<file path="src/design/npcs_pkg.sv">
// Shared types, constants and palette tables for the nearest palette color search.
package npcs_pkg;

  localparam int unsigned ChanW = 8;
  localparam int unsigned DistW = 22;
  localparam int unsigned BestW = 24;

  localparam logic [BestW-1:0] DistStart      = 24'hffffff;
  localparam logic [DistW-1:0] DistGoodEnough = 22'd31;
  localparam logic [7:0]       SysCount       = 8'h10;
  localparam logic [7:0]       CubeLast       = 8'he7;
  localparam logic [7:0]       GreyFirst      = 8'he8;
  localparam logic [7:0]       SkipA          = 8'd16;
  localparam logic [7:0]       SkipB          = 8'd231;
  localparam logic [7:0]       LastIdx        = 8'd255;

  typedef struct packed {
    logic [ChanW-1:0] r;
    logic [ChanW-1:0] g;
    logic [ChanW-1:0] b;
  } rgb_t;

  typedef struct packed {
    logic init;
    logic step;
  } gen_ctrl_t;

  typedef enum logic {
    StIdle,
    StScan
  } state_e;

  function automatic logic [ChanW-1:0] cube_level(input logic [2:0] k);
    logic [ChanW-1:0] v;
    case (k)
      3'd0:    v = 8'd0;
      3'd1:    v = 8'd95;
      3'd2:    v = 8'd135;
      3'd3:    v = 8'd175;
      3'd4:    v = 8'd215;
      default: v = 8'd255;
    endcase
    return v;
  endfunction

  function automatic rgb_t sys_color(input logic [3:0] i);
    rgb_t c;
    case (i)
      4'd0:    c = '{8'h00, 8'h00, 8'h00};
      4'd1:    c = '{8'hcd, 8'h00, 8'h00};
      4'd2:    c = '{8'h00, 8'hcd, 8'h00};
      4'd3:    c = '{8'hcd, 8'hcd, 8'h00};
      4'd4:    c = '{8'h00, 8'h00, 8'hee};
      4'd5:    c = '{8'hcd, 8'h00, 8'hcd};
      4'd6:    c = '{8'h00, 8'hcd, 8'hcd};
      4'd7:    c = '{8'he5, 8'he5, 8'he5};
      4'd8:    c = '{8'h7f, 8'h7f, 8'h7f};
      4'd9:    c = '{8'hff, 8'h00, 8'h00};
      4'd10:   c = '{8'h00, 8'hff, 8'h00};
      4'd11:   c = '{8'hff, 8'hff, 8'h00};
      4'd12:   c = '{8'h5c, 8'h5c, 8'hff};
      4'd13:   c = '{8'hff, 8'h00, 8'hff};
      4'd14:   c = '{8'h00, 8'hff, 8'hff};
      default: c = '{8'hff, 8'hff, 8'hff};
    endcase
    return c;
  endfunction

endpackage

</file>
<file path="src/design/npcs_palette.sv">
// Palette entry generator: walks indices 0..255 and produces each entry's color.
module npcs_palette import npcs_pkg::*; (
  input  logic       clk_i,
  input  logic       rst_ni,
  input  gen_ctrl_t  ctrl_i,
  output logic [7:0] idx_o,
  output rgb_t       color_o
);

  logic [7:0] idx_q, idx_d;
  logic [2:0] kr_q, kr_d, kg_q, kg_d, kb_q, kb_d;
  logic [4:0] grey_step;
  logic [7:0] grey_val;
  logic       in_cube;

  assign in_cube = (idx_q >= SysCount) && (idx_q <= CubeLast);

  always_comb begin
    idx_d = idx_q;
    kr_d  = kr_q;
    kg_d  = kg_q;
    kb_d  = kb_q;
    if (ctrl_i.init) begin
      idx_d = '0;
      kr_d  = '0;
      kg_d  = '0;
      kb_d  = '0;
    end else if (ctrl_i.step) begin
      idx_d = idx_q + 8'd1;
      if (in_cube) begin
        if (kb_q == 3'd5) begin
          kb_d = '0;
          if (kg_q == 3'd5) begin
            kg_d = '0;
            kr_d = (kr_q == 3'd5) ? 3'd0 : kr_q + 3'd1;
          end else begin
            kg_d = kg_q + 3'd1;
          end
        end else begin
          kb_d = kb_q + 3'd1;
        end
      end
    end
  end

  always_ff @(posedge clk_i or negedge rst_ni) begin
    if (!rst_ni) begin
      idx_q <= '0;
      kr_q  <= '0;
      kg_q  <= '0;
      kb_q  <= '0;
    end else begin
      idx_q <= idx_d;
      kr_q  <= kr_d;
      kg_q  <= kg_d;
      kb_q  <= kb_d;
    end
  end

  assign grey_step = 5'(idx_q - GreyFirst);
  assign grey_val  = 8'({3'b000, grey_step} * 8'd10) + 8'd8;

  always_comb begin
    if (idx_q < SysCount) begin
      color_o = sys_color(idx_q[3:0]);
    end else if (in_cube) begin
      color_o = '{cube_level(kr_q), cube_level(kg_q), cube_level(kb_q)};
    end else begin
      color_o = '{grey_val, grey_val, grey_val};
    end
  end

  assign idx_o = idx_q;

endmodule

</file>
<file path="src/design/npcs_dist.sv">
// Weighted color distance unit: 9*dr^2 + 30*dg^2 + db^2.
module npcs_dist import npcs_pkg::*; (
  input  rgb_t             target_i,
  input  rgb_t             entry_i,
  output logic [DistW-1:0] dist_o
);

  logic [ChanW-1:0]   dr, dg, db;
  logic [2*ChanW-1:0] sr, sg, sb;

  assign dr = (target_i.r >= entry_i.r) ? target_i.r - entry_i.r : entry_i.r - target_i.r;
  assign dg = (target_i.g >= entry_i.g) ? target_i.g - entry_i.g : entry_i.g - target_i.g;
  assign db = (target_i.b >= entry_i.b) ? target_i.b - entry_i.b : entry_i.b - target_i.b;

  assign sr = dr * dr;
  assign sg = dg * dg;
  assign sb = db * db;

  assign dist_o = ({6'b0, sr} * 22'd9) + ({6'b0, sg} * 22'd30) + {6'b0, sb};

endmodule

</file>
<file path="src/design/nearest_palette_color_search.sv">
// Top level: sequencer and best-match tracking for the nearest palette color search.
//
// Usage:
//   Drive red_i, green_i, blue_i and raise start; the request is taken at a
//   rising edge where start is high and busy is low. The colors are latched
//   then, so the inputs may change afterwards.
//   busy stays high while the palette is scanned, one entry per clock.
//   Entries 16 and 231 are passed over without being candidates.
//   The scan ends after entry 255, or as soon as a new best match has a
//   distance below 31.
//   done_o pulses for one cycle, registered from the cycle in which the scan
//   ends; 1 to 256 entries are walked. palette_index_o is valid only in the
//   done_o cycle.
//   No new request is taken while busy; a new request may be taken in the
//   very cycle done_o is high. The scan rate is set by the single distance
//   unit, which sees one palette entry per clock.
//   The result has no backpressure: the receiver must take it on the strobe.
//   Reset returns the block to idle with no result pending.
module nearest_palette_color_search import npcs_pkg::*; (
  input  logic       clk_i,
  input  logic       rst_ni,
  input  logic       start,
  output logic       busy,
  input  logic [7:0] red_i,
  input  logic [7:0] green_i,
  input  logic [7:0] blue_i,
  output logic       done_o,
  output logic [7:0] palette_index_o
);

  state_e           state_q, state_d;
  gen_ctrl_t        gen_ctrl;
  rgb_t             target_q, entry;
  logic [7:0]       idx;
  logic [DistW-1:0] entry_dist;
  logic [BestW-1:0] best_q;
  logic [7:0]       best_idx_q;
  logic             done_q;
  logic [7:0]       result_q;
  logic             accept, skip, better, finish;

  npcs_palette u_palette (
    .clk_i   (clk_i),
    .rst_ni  (rst_ni),
    .ctrl_i  (gen_ctrl),
    .idx_o   (idx),
    .color_o (entry)
  );

  npcs_dist u_dist (
    .target_i (target_q),
    .entry_i  (entry),
    .dist_o   (entry_dist)
  );

  assign accept = start && (state_q == StIdle);
  assign skip   = (idx == SkipA) || (idx == SkipB);
  assign better = !skip && ({2'b00, entry_dist} < best_q);
  assign finish = (better && (entry_dist < DistGoodEnough)) || (idx == LastIdx);

  always_comb begin
    state_d = state_q;
    unique case (state_q)
      StIdle: if (start) state_d = StScan;
      StScan: if (finish) state_d = StIdle;
      default: state_d = StIdle;
    endcase
  end

  always_comb begin
    gen_ctrl = '0;
    busy     = 1'b0;
    unique case (state_q)
      StIdle: gen_ctrl.init = start;
      StScan: begin
        gen_ctrl.step = 1'b1;
        busy          = 1'b1;
      end
      default: gen_ctrl = '0;
    endcase
  end

  always_ff @(posedge clk_i or negedge rst_ni) begin
    if (!rst_ni) begin
      state_q <= StIdle;
      done_q  <= 1'b0;
    end else begin
      state_q <= state_d;
      done_q  <= (state_q == StScan) && finish;
    end
  end

  always_ff @(posedge clk_i) begin
    if (accept) begin
      target_q   <= '{red_i, green_i, blue_i};
      best_q     <= DistStart;
      best_idx_q <= '0;
    end else if (state_q == StScan && better) begin
      best_q     <= {2'b00, entry_dist};
      best_idx_q <= idx;
    end
    if (state_q == StScan && finish) begin
      result_q <= better ? idx : best_idx_q;
    end
  end

  assign done_o          = done_q;
  assign palette_index_o = result_q;

  a_done_not_busy: assert property (@(posedge clk_i) disable iff (!rst_ni)
    done_o |-> !busy) else $error("result strobe while scanning");

  a_accept_busy: assert property (@(posedge clk_i) disable iff (!rst_ni)
    (start && !busy) |=> busy) else $error("request taken but scan not started");

  a_end_done: assert property (@(posedge clk_i) disable iff (!rst_ni)
    $fell(busy) |-> done_o) else $error("scan ended without a result");

  a_no_skipped: assert property (@(posedge clk_i) disable iff (!rst_ni)
    done_o |-> (palette_index_o != SkipA) && (palette_index_o != SkipB))
    else $error("skipped entry reported");

endmodule

</file>
<file path="config.mk">
export PLATFORM = sky130hd
export DESIGN_NAME = nearest_palette_color_search
export DESIGN_NICKNAME = d
export VERILOG_FILES = /design/src/design/npcs_pkg.sv /design/src/design/npcs_palette.sv /design/src/design/npcs_dist.sv /design/src/design/nearest_palette_color_search.sv
export SDC_FILE = /design/constraint.sdc
export NUM_CORES = 1
export LEC_CHECK = 0
export BUFFER_PORTS_ARGS = -buffer_cell sky130_fd_sc_hd__buf_2
export CAP_MARGIN = 20
export CELL_PAD_IN_SITES_DETAIL_PLACEMENT = 0
export CELL_PAD_IN_SITES_GLOBAL_PLACEMENT = 1
export CORE_MARGIN = 2
export CORE_UTILIZATION = 46
export CTS_CLUSTER_DIAMETER = 120
export CTS_CLUSTER_SIZE = 40
export DETAILED_ROUTE_END_ITERATION = 8
export PLACE_DENSITY_LB_ADDON = 0.1
export SLEW_MARGIN = 20
export SYNTH_ARGS = -nofsm -noshare
export SYNTH_HDL_FRONTEND = slang
export SYNTH_SLANG_ARGS = --single-unit
export TNS_END_PERCENT = 50
</file>
<file path="constraint.sdc">
create_clock -name clk_i -period 15.49 [get_ports clk_i]
set_input_delay 1.549 -clock clk_i [delete_from_list [all_inputs] [get_ports clk_i]]
set_output_delay 1.549 -clock clk_i [all_outputs]
set_load 0.03 [all_outputs]
</file>
==> results.json, run 1 <==
{
  "status": "finished, final reports clean",
  "antenna_found_initial": 0,
  "antennaDiodeCount": 0,
  "cts.clk_slew.worst_paths_ps": 70,
  "start_kind": "flop",
  "clock-sinks": 82,
  "ys_seq_area_share_pct": 14.1,
  "arrival_ps": 15140,
  "drc": 0,
  "fin_hold_ws_ps": 469,
  "gp_routability_congestion": 0.882,
  "ys_types": 79,
  "cp_top_family": "adder cells",
  "htree_levels": 3,
  "die_h_um": 182,
  "drive_gt1_share_pct": 23.5,
  "ys_async_sr_fraction_pct": 23.2,
  "fmax_ghz": 0.0664,
  "wirelength_um": 36400,
  "drv_cap": 0,
  "final_cell_mix": "inv_1 (310), buf_4 (220), ha_1 (202)",
  "io_buffers": 36,
  "initial_core_util_pct": 46.4,
  "syn_inst": 1704,
  "hp-class": "flop to flop",
  "crit_required_ps": 15570,
  "max_stage_delay_ps": 610,
  "cts_tree": "built",
  "finalCritPeriodShare_pct": 97.2,
  "hpwl_um": 29800,
  "drtIter0Drc": 611,
  "synth_edf_count": 32,
  "hold_viol": 0,
  "skew_ps": 6.90,
  "syn_to_final_growth_pct": 23.7,
  "critPathKind": "flop to flop",
  "grt.total_usage_pct": 22.6,
  "crit_slowest_cell": "fa_2",
  "crit_fanout": 5,
  "clock_path_buffers": 2,
  "endpoint_kind": "flop",
  "grt_overflow_total": 0,
  "synth-main-ff-cell": "edfxtp_1",
  "synth_area_um2": 14600,
  "finalSetupViolCount": 0,
  "avgViaCountPerCell": 5.25,
  "die_w_um": 182,
  "num_rows": 65,
  "slew_violations": 0,
  "drtPass1Iterations": 5,
  "via_count": 12300,
  "relSlewSlack_pct": 30.8,
  "core_region_area_um2": 31400,
  "wl_per_cell_um": 15.5,
  "ant_nets": 0,
  "synth_seq_cells": 82,
  "synth_area_per_cell_um2": 8.55,
  "grt_pass1_wl_um": 60400,
  "ff2ff_setup_slack_ps": 430,
  "crit_buf_inv": 10,
  "cts_buffers": 9,
  "tightest_slew_ps": 1030,
  "min_period_ps": 15060,
  "num_io_pins": 37,
  "yosys_warnings": 0,
  "die_area_um2": 33100,
  "grt_max_degree": 44,
  "clkLatencyLatePin_ps": 350,
  "final_common_cell": "inv_1",
  "cts-root-buf": "clkbuf_16",
  "first_global_vias": 12500,
  "fin_nets": 2340
}
-- path summary, 6_finish.rpt --
path,cells after the start,endpoint,from
worst max-delay path,62,palette_index_o[7],u_palette.idx_o[3]
worst min-delay path,2,best_q[0],best_q[0]
worst max register to register,62,palette_index_o[7],u_palette.idx_o[3]
worst min register to register,2,best_q[0],best_q[0]
max in group asynchronous,1,u_palette.idx_o[7],rst_ni
min in group asynchronous,1,done_o,rst_ni
-- per-stage QoR --
step / std cells / instance area [µm²] / setup WS [ps] / util (%) / setup TNS, ps
floorplan: 1706 / 14600 / 12.6 / - / 0
global placement: 2291 / 16500 / -335 / 52.6 / -2840
detailed placement: 2291 / 16500 / -544 / 52.6 / -4920
CTS: 2322 / 17100 / 4.32 / 54.4 / 0
global route: 2347 / 18000 / -111 / 57.4 / -795
finish: 2347 / 18000 / 426 / 57.4 / 0
-- repair_timing --
action	in CTS	in global routing
endpoints found under the setup margin	10	49
buffers inserted	15	24
gates resized for setup	27	142
pin swaps	24	106
hold buffers	0	0
cloned	0	1
-- worst reg2reg max path, delay by kind of cell (launching register included) --
kind / cells / cell delay (ps)
xor+xnor: 5 / 800
simple gates: 19 / 3770
flops: 1 / 420
fa+ha+maj: 18 / 6840
buf+inv: 10 / 960
compound gates: 10 / 2020
-- final cells by class --
type | instances | area (µm²)
fillers | 2918 | 13400
multi-input cells | 1260 | 12000
flip-flops and latches | 82 | 2060
repair buffers | 262 | 1930
inverters | 325 | 1220
well taps | 402 | 503
clock buffers | 9 | 225
clock inverters | 7 | 78.8
-- metal layers --
| layer | vias to the layer above | GRT usage (%) | share of wire (%) |
|---|---|---|---|
| li1 | 6136 | - | - |
| met1 | 5940 | 29.7 | 45 |
| met2 | 190 | 40.3 | 50 |
| met3 | 47 | 2.25 | 2.8 |
| met4 | 0 | 5.10 | 2.1 |
| met5 | - | 0 | 0 |
-- cells in the mapped netlist, types with 21 or more instances --
master,instances,area [µm²]
edfxtp_1,32,961
a21o_1,21,158
nor2_1,145,544
nand2_1,95,357
nand3_1,29,145
clkbuf_1,36,135
ha_1,233,2920
fa_1,140,2800
o211ai_1,23,173
xor2_1,27,236
o21ai_0,64,320
mux2i_1,28,280
nor2b_1,22,138
dfxtp_1,31,621
nor3_1,32,160
a21oi_1,88,440
inv_1,323,1210
xnor2_1,68,596
nand2b_1,21,131
-- sequential cells by signal, indices dropped and copies added (netlist names) --
signal           count
target_q            24
best_q              23
best_idx_q           8
palette_index_o      8
u_palette.idx_o      8
u_palette.kb_q       3
u_palette.kg_q       3
u_palette.kr_q       3
done_o               1
state_q              1
-- cells by family (layout without fill, tap and decap cells) --
logic type / count (synthesis) / after routing / synth area share (%)
buffers and inverters: 364 / 603 / 9.68
and+or+nand+nor: 440 / 440 / 14.5
adders and majority gates: 374 / 374 / 39.3
DFF: 82 / 82 / 14.1
other: 2 / 4 / 0.0515
xor gates and xnor gates: 96 / 96 / 5.82
muxes: 39 / 39 / 2.77
AOI/OAI and AO/OA: 307 / 307 / 13.7
Power of run 1 is not shown: default switching activity piles up to over one toggle a cycle in this logic, so the estimate is an artifact.
==> inputs of run 2 (changes only) <==
- CTS_BUF_LIST: default -> sky130_fd_sc_hd__clkbuf_4 sky130_fd_sc_hd__clkbuf_8
==> run 2 against run 1 <==
Compared with the run above: register-to-register slack is essentially flat; die area is the same; maximum frequency is essentially flat; clock skew grew 3.9 ps; clock-buffer cell count is the same; sequential share of layout area grew 0.057 points; wire length grew 0.12%; core utilization shrank 0.28 points; highest routed layer unchanged; sequential cell count is the same.
==> results.json, run 2 (synthesis results as in run 1) <==
{
  "start_kind": "flop",
  "num_io_pins": 37,
  "crit_fanout": 5,
  "syn_to_final_growth_pct": 23.1,
  "htree_levels": 3,
  "die_area_um2": 33100,
  "arrival_ps": 15180,
  "die_w_um": 182,
  "clkLatencyLatePin_ps": 380,
  "pre_cts_slack_ps": -544,
  "grt_pass1_wl_um": 60400,
  "finalCritPeriodShare_pct": 97.2,
  "drc": 0,
  "tightest_slew_ps": 1060,
  "relSlewSlack_pct": 28.6,
  "skew_ps": 10.8,
  "critPathKind": "flop to flop",
  "antenna_found_initial": 0,
  "drv_cap": 0,
  "avgViaCountPerCell": 5.25,
  "cts.clk_slew.worst_paths_ps": 100,
  "core_region_area_um2": 31400,
  "grt-busiest-layer": "met2",
  "grt_use_met2_pct": 40.3,
  "ant_nets": 0,
  "die_h_um": 182,
  "fmax_ghz": 0.0664,
  "cts-root-buf": "clkbuf_8",
  "use_met1_pct": 29.6,
  "io_buffers": 36,
  "wirelength_um": 36400,
  "initial_core_util_pct": 46.4,
  "wl_per_cell_um": 15.5,
  "grt.total_usage_pct": 22.6,
  "crit_slowest_cell": "fa_2",
  "hpwl_um": 29800,
  "hold_buffers": 0,
  "grt_overflow_total": 0,
  "drive_gt1_share_pct": 23.5,
  "slew_violations": 0,
  "via_count": 12300,
  "grt_use_met3_pct": 2.15,
  "largest_reg_flops": 24,
  "num_rows": 65,
  "cts_tree": "built",
  "final_cell_mix": "inv_1 (310), buf_4 (220), ha_1 (201)",
  "max_stage_delay_ps": 610,
  "fin_nets": 2340,
  "final_common_cell": "inv_1",
  "hold_viol": 0,
  "endpoint_kind": "flop",
  "first_global_vias": 12500,
  "min_period_ps": 15060,
  "gp_routability_congestion": 0.882,
  "antennaDiodeCount": 0,
  "clock_path_buffers": 2,
  "final_util_pct": 57.1,
  "cpMostUsedCell": "fa_1",
  "fin_ws_ps": 433,
  "hp-class": "flop to flop",
  "clock-sinks": 82,
  "grt_max_degree": 44,
  "tns_ps": 0,
  "status": "finished, final reports clean",
  "largest_register": "target_q",
  "cts_buffers": 9,
  "crit_required_ps": 15610,
  "finalSetupViolCount": 0,
  "drtIter0Drc": 622,
  "reg_top3": "target_q (24), best_q (23)",
  "drtPass1Iterations": 6
}
## run 2: changes by cell type in the layout (fill, tap and decap cells not counted)
cell,delta
ha_4,+1
clkbuf_8,+9
ha_1,-1
clkbuf_16,-9
## run 2: final timing paths
path                                     from            endpoint  slack [ps]  depth (start not counted)
max                        u_palette.idx_o[3]  palette_index_o[6]         430                         63
min                                 best_q[0]           best_q[0]         470                          2
max reg2reg                u_palette.idx_o[3]  palette_index_o[6]         430                         63
min reg2reg                         best_q[0]           best_q[0]         470                          2
max in group asynchronous              rst_ni   u_palette.kr_q[2]       14020                          1
min in group asynchronous              rst_ni   u_palette.kg_q[2]        1120                          1
## run 2: repair_timing
item,CTS,global route
resized for setup,27,143
pin swaps,24,106
buffers inserted,15,24
gates cloned,0,1
setup endpoints to repair,10,49
## run 2: final cells by class
class,instances,area [µm²]
Fill cell,2937,13500
Tap cell,402,503
Inverter,325,1220
Sequential cell,82,2060
Multi-Input combinational cell,1260,12000
Clock buffer,9,124
Timing Repair Buffer,262,1930
Clock inverter,7,78.8
## run 2: metal layers
layer / part of all wire [%] / up-vias
met5: 0 / -
met4: 2.1 / 0
met3: 3.0 / 48
met2: 50 / 199
met1: 45 / 5933
li1: - / 6134
## run 2: critical path: cells and delay by family (launching register included)
family / cells / cell delay [ps]
AO/OA/AOI/OAI: 14 / 2550
XOR/XNOR: 4 / 630
adder cells (fa/ha/maj): 17 / 6700
buffers and inverters: 13 / 1420
flip-flops: 1 / 430
AND/OR/NAND/NOR: 15 / 3020
## run 2: metrics by stage
| stage | cells | hold slack (ps) | instance area [µm²] |
|---|---|---|---|
| after floorplan | 1706 | 433 | 14600 |
| after global placement | 2291 | 445 | 16500 |
| after detailed placement | 2291 | 458 | 16500 |
| after CTS | 2322 | 481 | 17000 |
| after global routing | 2347 | 513 | 17900 |
| final | 2347 | 474 | 17900 |
Power of run 2 is left out for the same reason.
==> inputs of run 3 (changes only) <==
- PLACE_DENSITY: default -> 0.79
- PLACE_DENSITY_LB_ADDON: 0.1 -> default
==> run 3 against run 2 <==
Compared with the run above: clock-buffer cell count unchanged; sequential share of layout area increased by 0.34 points; die area unchanged; sequential cell count stayed put; via count down 0.97%; critical path depth rose by 8; core utilization is 1.6 points lower; non-clock buffer count fell by 31; clock skew grew 5.8 ps; wire length fell by 3.3%; critical path type unchanged; largest cell class unchanged; highest routed layer unchanged.
==> results.json, run 3 (synthesis results as in run 1) <==
{
  "initial_core_util_pct": 46.4,
  "ant_nets": 0,
  "die_area_um2": 33100,
  "hp-class": "flop to flop",
  "fin_nets": 2310,
  "drv_cap": 0,
  "slew_violations": 0,
  "hold_buffers": 0,
  "endpoint_kind": "flop",
  "first_global_vias": 12600,
  "cp_top_family": "adder cells",
  "via_count": 12200,
  "hold_viol": 0,
  "finalSetupViolCount": 0,
  "fin_ws_ps": 547,
  "num_rows": 65,
  "cts-root-buf": "clkbuf_8",
  "crit_fanout": 5,
  "clock_path_buffers": 2,
  "clkLatencyLatePin_ps": 390,
  "grt_max_degree": 44,
  "critPathKind": "flop to flop",
  "status": "finished, final reports clean",
  "die_h_um": 182,
  "grt_overflow_total": 0,
  "crit_required_ps": 15580,
  "io_buffers": 36,
  "core_region_area_um2": 31400,
  "reg_top3": "target_q (24), best_q (23)",
  "cts.clk_slew.worst_paths_ps": 100,
  "antenna_found_initial": 0,
  "min_period_ps": 14940,
  "fin_hold_ws_ps": 474,
  "relSlewSlack_pct": 37.7,
  "final_cell_mix": "inv_1 (314), ha_1 (210), buf_4 (191)",
  "fill_cells": 2853,
  "hpwl_um": 28900,
  "drtIter0Drc": 591,
  "grt_pass1_wl_um": 60200,
  "arrival_ps": 15030,
  "antennaDiodeCount": 0,
  "max_stage_delay_ps": 540,
  "grt.total_usage_pct": 22.1,
  "crit_slowest_cell": "or4b_4",
  "tightest_slew_ps": 929,
  "drtPass1Iterations": 5,
  "crit_buf_inv": 13,
  "wirelength_um": 35200,
  "clock-sinks": 82,
  "placed_cells": 2274,
  "num_io_pins": 37,
  "finalCritPeriodShare_pct": 96.5,
  "largest_reg_flops": 24,
  "pre_cts_slack_ps": -563,
  "avgViaCountPerCell": 5.26,
  "syn_to_final_growth_pct": 19.6,
  "htree_levels": 3,
  "die_w_um": 182,
  "final_common_cell": "inv_1",
  "final_util_pct": 55.5,
  "cpMostUsedCell": "inv_1",
  "start_kind": "flop",
  "largest_register": "target_q",
  "cts_buffers": 9,
  "fmax_ghz": 0.0669,
  "drc": 0,
  "gp_routability_congestion": 0.901,
  "skew_ps": 16.5,
  "cts_tree": "built",
  "instances_no_fill": 2317,
  "wl_per_cell_um": 15.2,
  "drive_gt1_share_pct": 20.3
}
run 3: cell types whose count changed in the layout (fill, tap and decap cells not counted), moves of 4 or more:
cell,change
a21oi_1,+6
a21oi_2,-4
buf_4,-29
ha_1,+9
ha_4,-10
inv_1,+4
nor2_1,+6
nor2_2,-5
xnor2_1,-4
run 3: path summary, 6_finish.rpt:
path | startpoint | to | slack, ps | cells past startpoint
max | u_palette.idx_o[3] | palette_index_o[1] | 550 | 71
min | best_q[0] | best_q[0] | 470 | 2
max reg2reg | u_palette.idx_o[3] | palette_index_o[1] | 550 | 71
min reg2reg | best_q[0] | best_q[0] | 470 | 2
max in group asynchronous | rst_ni | u_palette.kr_q[2] | 14020 | 1
min in group asynchronous | rst_ni | u_palette.idx_o[7] | 1120 | 1
run 3: worst min-delay path, cell delays in order (launching register included):
cell and delay [ps]:
dfxtp_1 330, mux2i_1 60, nand2_1 60
run 3: repair_timing:
item / in CTS / in global routing
setup endpoints to repair: 10 / 49
setup buffers: 13 / 13
resized for setup: 22 / 100
cloned: 1 / 0
pin swaps: 24 / 97
run 3: cell type report:
| class | count | area, µm² | share of cell area [%] |
|---|---|---|---|
| clock buffers | 9 | 124 | 0.711 |
| clock inverters | 7 | 76.3 | 0.438 |
| inverters | 325 | 1220 | 7.01 |
| multi-input cells | 1261 | 11800 | 67.6 |
| flip-flops and latches | 82 | 2060 | 11.8 |
| well taps | 402 | 503 | 2.89 |
| repair buffers | 231 | 1670 | 9.57 |
run 3: layer usage:
| layer | global-route usage, % | share of wire, % | up-vias |
|---|---|---|---|
| li1 | - | - | 6081 |
| met3 | 2.11 | 2.5 | 41 |
| met1 | 29.0 | 46 | 5920 |
| met2 | 38.9 | 49 | 153 |
| met4 | 6.06 | 2.4 | 0 |
| met5 | 0 | 0 | - |
run 3: stage by stage:
step	setup TNS [ps]	cell area (µm²)
floorplan	0	14600
global placement	-2410	16400
detailed placement	-5110	16400
CTS	0	16800
global route	-1050	17400
finish	0	17400
Power of run 3 is left out for the same reason.
